===== src/rtl/sdw_ram.sv =====
// sdw_ram: generic single-write, single-read synchronous ram
// registered read data that holds while no read is issued; no dependencies
`default_nettype none

module sdw_ram #(
  parameter int WIDTH = 8,
  parameter int DEPTH = 16
) (
  input  wire logic                                    clk,
  input  wire logic                                    we,
  input  wire logic [((DEPTH > 1) ? $clog2(DEPTH) : 1)-1:0] waddr,
  input  wire logic [WIDTH-1:0]                        wdata,
  input  wire logic                                    re,
  input  wire logic [((DEPTH > 1) ? $clog2(DEPTH) : 1)-1:0] raddr,
  output logic      [WIDTH-1:0]                        rdata
);

  logic [WIDTH-1:0] mem [DEPTH];

  always_ff @(posedge clk) begin
    if (we) begin
      mem[waddr] <= wdata;
    end
    if (re) begin
      rdata <= mem[raddr];
    end
  end

endmodule

`default_nettype wire


===== config.mk =====
export PLATFORM = sky130hd
export DESIGN_NAME = sdw_ram
export DESIGN_NICKNAME = d
export VERILOG_FILES = /design/src/rtl/sdw_ram.sv
export SDC_FILE = /design/constraint.sdc
export NUM_CORES = 1
export LEC_CHECK = 0
export BUFFER_PORTS_ARGS = -buffer_cell sky130_fd_sc_hd__buf_2
export CAP_MARGIN = 40
export CORE_UTILIZATION = 46
export DETAILED_ROUTE_END_ITERATION = 16
export GPL_ROUTABILITY_DRIVEN = 0
export GPL_TIMING_DRIVEN = 0
export PLACE_DENSITY = 0.68
export SLEW_MARGIN = 20
export SYNTH_ARGS = -nofsm -noshare
export SYNTH_HDL_FRONTEND = slang
export SYNTH_SLANG_ARGS = --single-unit

===== constraint.sdc =====
create_clock -name clk -period 3 [get_ports clk]
set_input_delay 0.3 -clock clk [delete_from_list [all_inputs] [get_ports clk]]
set_output_delay 0.3 -clock clk [all_outputs]
set_load 0.02 [all_outputs]

==> qor.log <==
qor: run_status.run_status completed
qor: power_and_ir_drop.leakage 0.00204 uW
qor: setup_path.critPathCaptureType flop
qor: clocking.clock_tree.root_cell clkbuf_16
qor: setup_path.cp.arrival 1.71 ns
qor: clocking.h_tree_depth 4
qor: finish.layout-drive-gt1-share 0.301
qor: global_route.vias_in_the_first_global_route 2357
qor: synth.synth.ff_latch_count 136
qor: synth.syn_nets 248
qor: global_route.globalRouteOverflowTotal 0
qor: finish.mostFrequentLayoutCell edfxtp_1
qor: floorplanning.placement_rows 38
qor: synth.synth.cell_area 5230 sq um
qor: timing.finalHoldViolations 0
qor: synth.synthesis.instances 229
qor: floorplanning.die_h 109 microns
qor: finish.layout-area-overhead-vs-synth 17.1%
qor: setup_path.worst-setup-path-type reg -> reg
qor: route.viasPerCell 5.68
qor: floorplanning.core_region_area 10900 sq um
qor: setup_path.critPathRequiredTime 3.15 ns
qor: power_and_ir_drop.power.ir.vdd_worst 0.397 mV
qor: finish.fillers 845
qor: global_route.wire_length_of_the_first_global_routing_pass 14.3 mm
qor: setup_path.timing.rr.start mem[5][0]
qor: timing.timing.final.max_slew_violations 0
qor: power_and_ir_drop.p_per_area 711 nW/um^2
qor: synth.ys_async_sr_fraction 0
qor: run.cap_violations 0
qor: route.drtIter0Drc 188
qor: hold_path.min_path_cells 1
qor: clocking.clock_sink_count 136
qor: synth.seq_area_frac_synth 0.781
qor: clocking.cts-hold-fix-buffers 0
qor: clocking.cts_inserted_buffers 17
qor: clocking.post_cts_setup_buffer_count 0
qor: global_route.grt_start_max_net_pins 17
qor: setup_path.timing.critical_path.fanout_max 1
qor: synth.postSynth.topFlopCell edfxtp_1
qor: synth.synth_cell_types 18
qor: timing.min_period_over_period 0.521
qor: timing.setup-tns-final 0 ns
qor: route.postRouteWirelength 9.55 mm
qor: timing.rsz_0062_raised_after_global_routing no
qor: route.drc 0
qor: finish.num_antenna_cells 0
qor: finish.fin_nets 293
qor: global_route.track_usage 0.183
qor: synth.yosysTopAreaCellShare 0.781
qor: timing.final_setup_skew 0.00819 ns
qor: timing.report.final.setup_viol 0
qor: clocking.clock_path_buffers 2
qor: finish.mostFrequentLayoutCells 136 x edfxtp_1, 28 x buf_2, 18 x mux4_2
qor: placed_design.detailed_place_hpwl 5.96 mm
qor: floorplanning.boundaryPins 27
qor: placed_design.place_inst 394
qor: hold_path.startpoint_of_the_lowest_slack_hold_path re
qor: clocking.worst_skew_pair.late_latency 0.41 ns
qor: route.route.detailed.wl_per_inst 22.4 microns
qor: floorplanning.dieArea 11800 sq um
qor: clocking.cts_resized 0
qor: synth.yosys_warnings 0
qor: synth.synth_edf_count 136
qor: global_route.antenna_found_initial 0
qor: floorplanning.start_util 0.478
qor: synth.synth.top_cells.by_area edfxtp_1 78%, mux4_2 7.8%, mux4_1 7.0%
qor: synth.synth_top_cell_by_area edfxtp_1
qor: route.vias 2418
qor: timing.time_the_final_worst_path_needs_with_i_o_delays_and_setup 1.56 ns
qor: placed_design.port_buffers 25
qor: synth.synth_area_per_cell 22.8 sq um
qor: route.ant_nets 0
qor: timing.maxSlewHeadroom 0.476
qor: timing.tightest_slew 0.784 ns
qor: clocking.cts_tree done
qor: route.detail_route.first_pass.iterations 4
qor: clocking.clk_transition_reported_paths 0.06 ns
qor: hold_path.worst_hold_path_type in -> reg
qor: setup_path.rr_worst_depth 3
qor: finish.finish.cell_count_without_fillers 426
qor: floorplanning.floorplan.die.width 109 microns
qor: setup_path.critical_path.startpoint_type flop
qor: setup_path.cp-startpoint mem[5][0]
qor: timing.fmaxAchievable 639 MHz
-- area by class of cell --
cell class	instances	area, sq um	share of cell area
plain buffers	10	86.3	0.0141
clock buffers	20	437	0.0713
clock inverters	11	131	0.0215
multi-input cells	83	1080	0.176
flip-flops and latches	136	4080	0.667
well taps	140	175	0.0286
repair buffers	26	133	0.0217
-- sequential cells by signal (all words and copies together) (netlist names) --
| name | cells |
|---|---|
| rdata | 8 |
| mem | 128 |
-- stage by stage --
step	setup slack, ns	hold WS (ns)	power (uW)	util	area (sq um)
5_1_grt	1.35	0.241	4470	0.560	6120
3_3_place_gp	0.666	0.636	2390	0.505	5530
4_1_cts	1.40	0.228	4380	0.559	6120
3_5_place_dp	1.00	0.654	2400	0.507	5550
2_1_floorplan	1.21	0.399	2310	-	5230
6_report	1.44	0.232	4360	0.560	6120
-- power breakdown --
part           switching (uW)  total (uW)  internal [uW]
Clock                     706        1990           1290
Sequential               8.63        2150           2140
Combinational             128         211           83.1
-- cells in the mapped netlist, types with 2 or more instances --
cell type        number
mux4_1               14
a22oi_1              16
buf_6                 3
nor3_1                4
nand2b_1              2
buf_2                 3
edfxtp_1            136
mux4_2               18
nor2_1               13
clkdlybuf4s25_2       3
nand2_1               9
nand3b_1              2
-- metal layers --
metal | track usage | up-vias | routed length (microns)
li1 | - | 1077 | -
met1 | 0.259 | 1253 | 4260
met2 | 0.276 | 77 | 4630
met3 | 0.0494 | 11 | 536
met4 | 0.0637 | 0 | 120
met5 | 0 | - | 0
-- worst max-delay path, cell delays in order, from the launching register on --
cell	delay [ns]
edfxtp_1	0.35
mux4_1	0.55
a22oi_1	0.29
nand2_1	0.12
-- final timing paths --
| check | end | slack [ns] |
|---|---|---|
| worst max-delay path | rdata[0] | 1.44 |
| worst min-delay path | rdata[3] | 0.23 |
| worst max register to register | rdata[0] | 1.44 |
| worst min register to register | rdata[3] | 0.76 |
-- kinds of logic (layout without fill, tap and decap cells) --
logic type / count (synthesis) / in the layout / synth area share
flip-flops: 136 / 136 / 0.781
AO/OA/AOI/OAI: 16 / 16 / 0.0230
AND/OR/NAND/NOR: 35 / 35 / 0.0314
buffers and inverters: 10 / 67 / 0.0165
multiplexers: 32 / 32 / 0.148
Note: power is estimated with default switching activity, not from simulation.
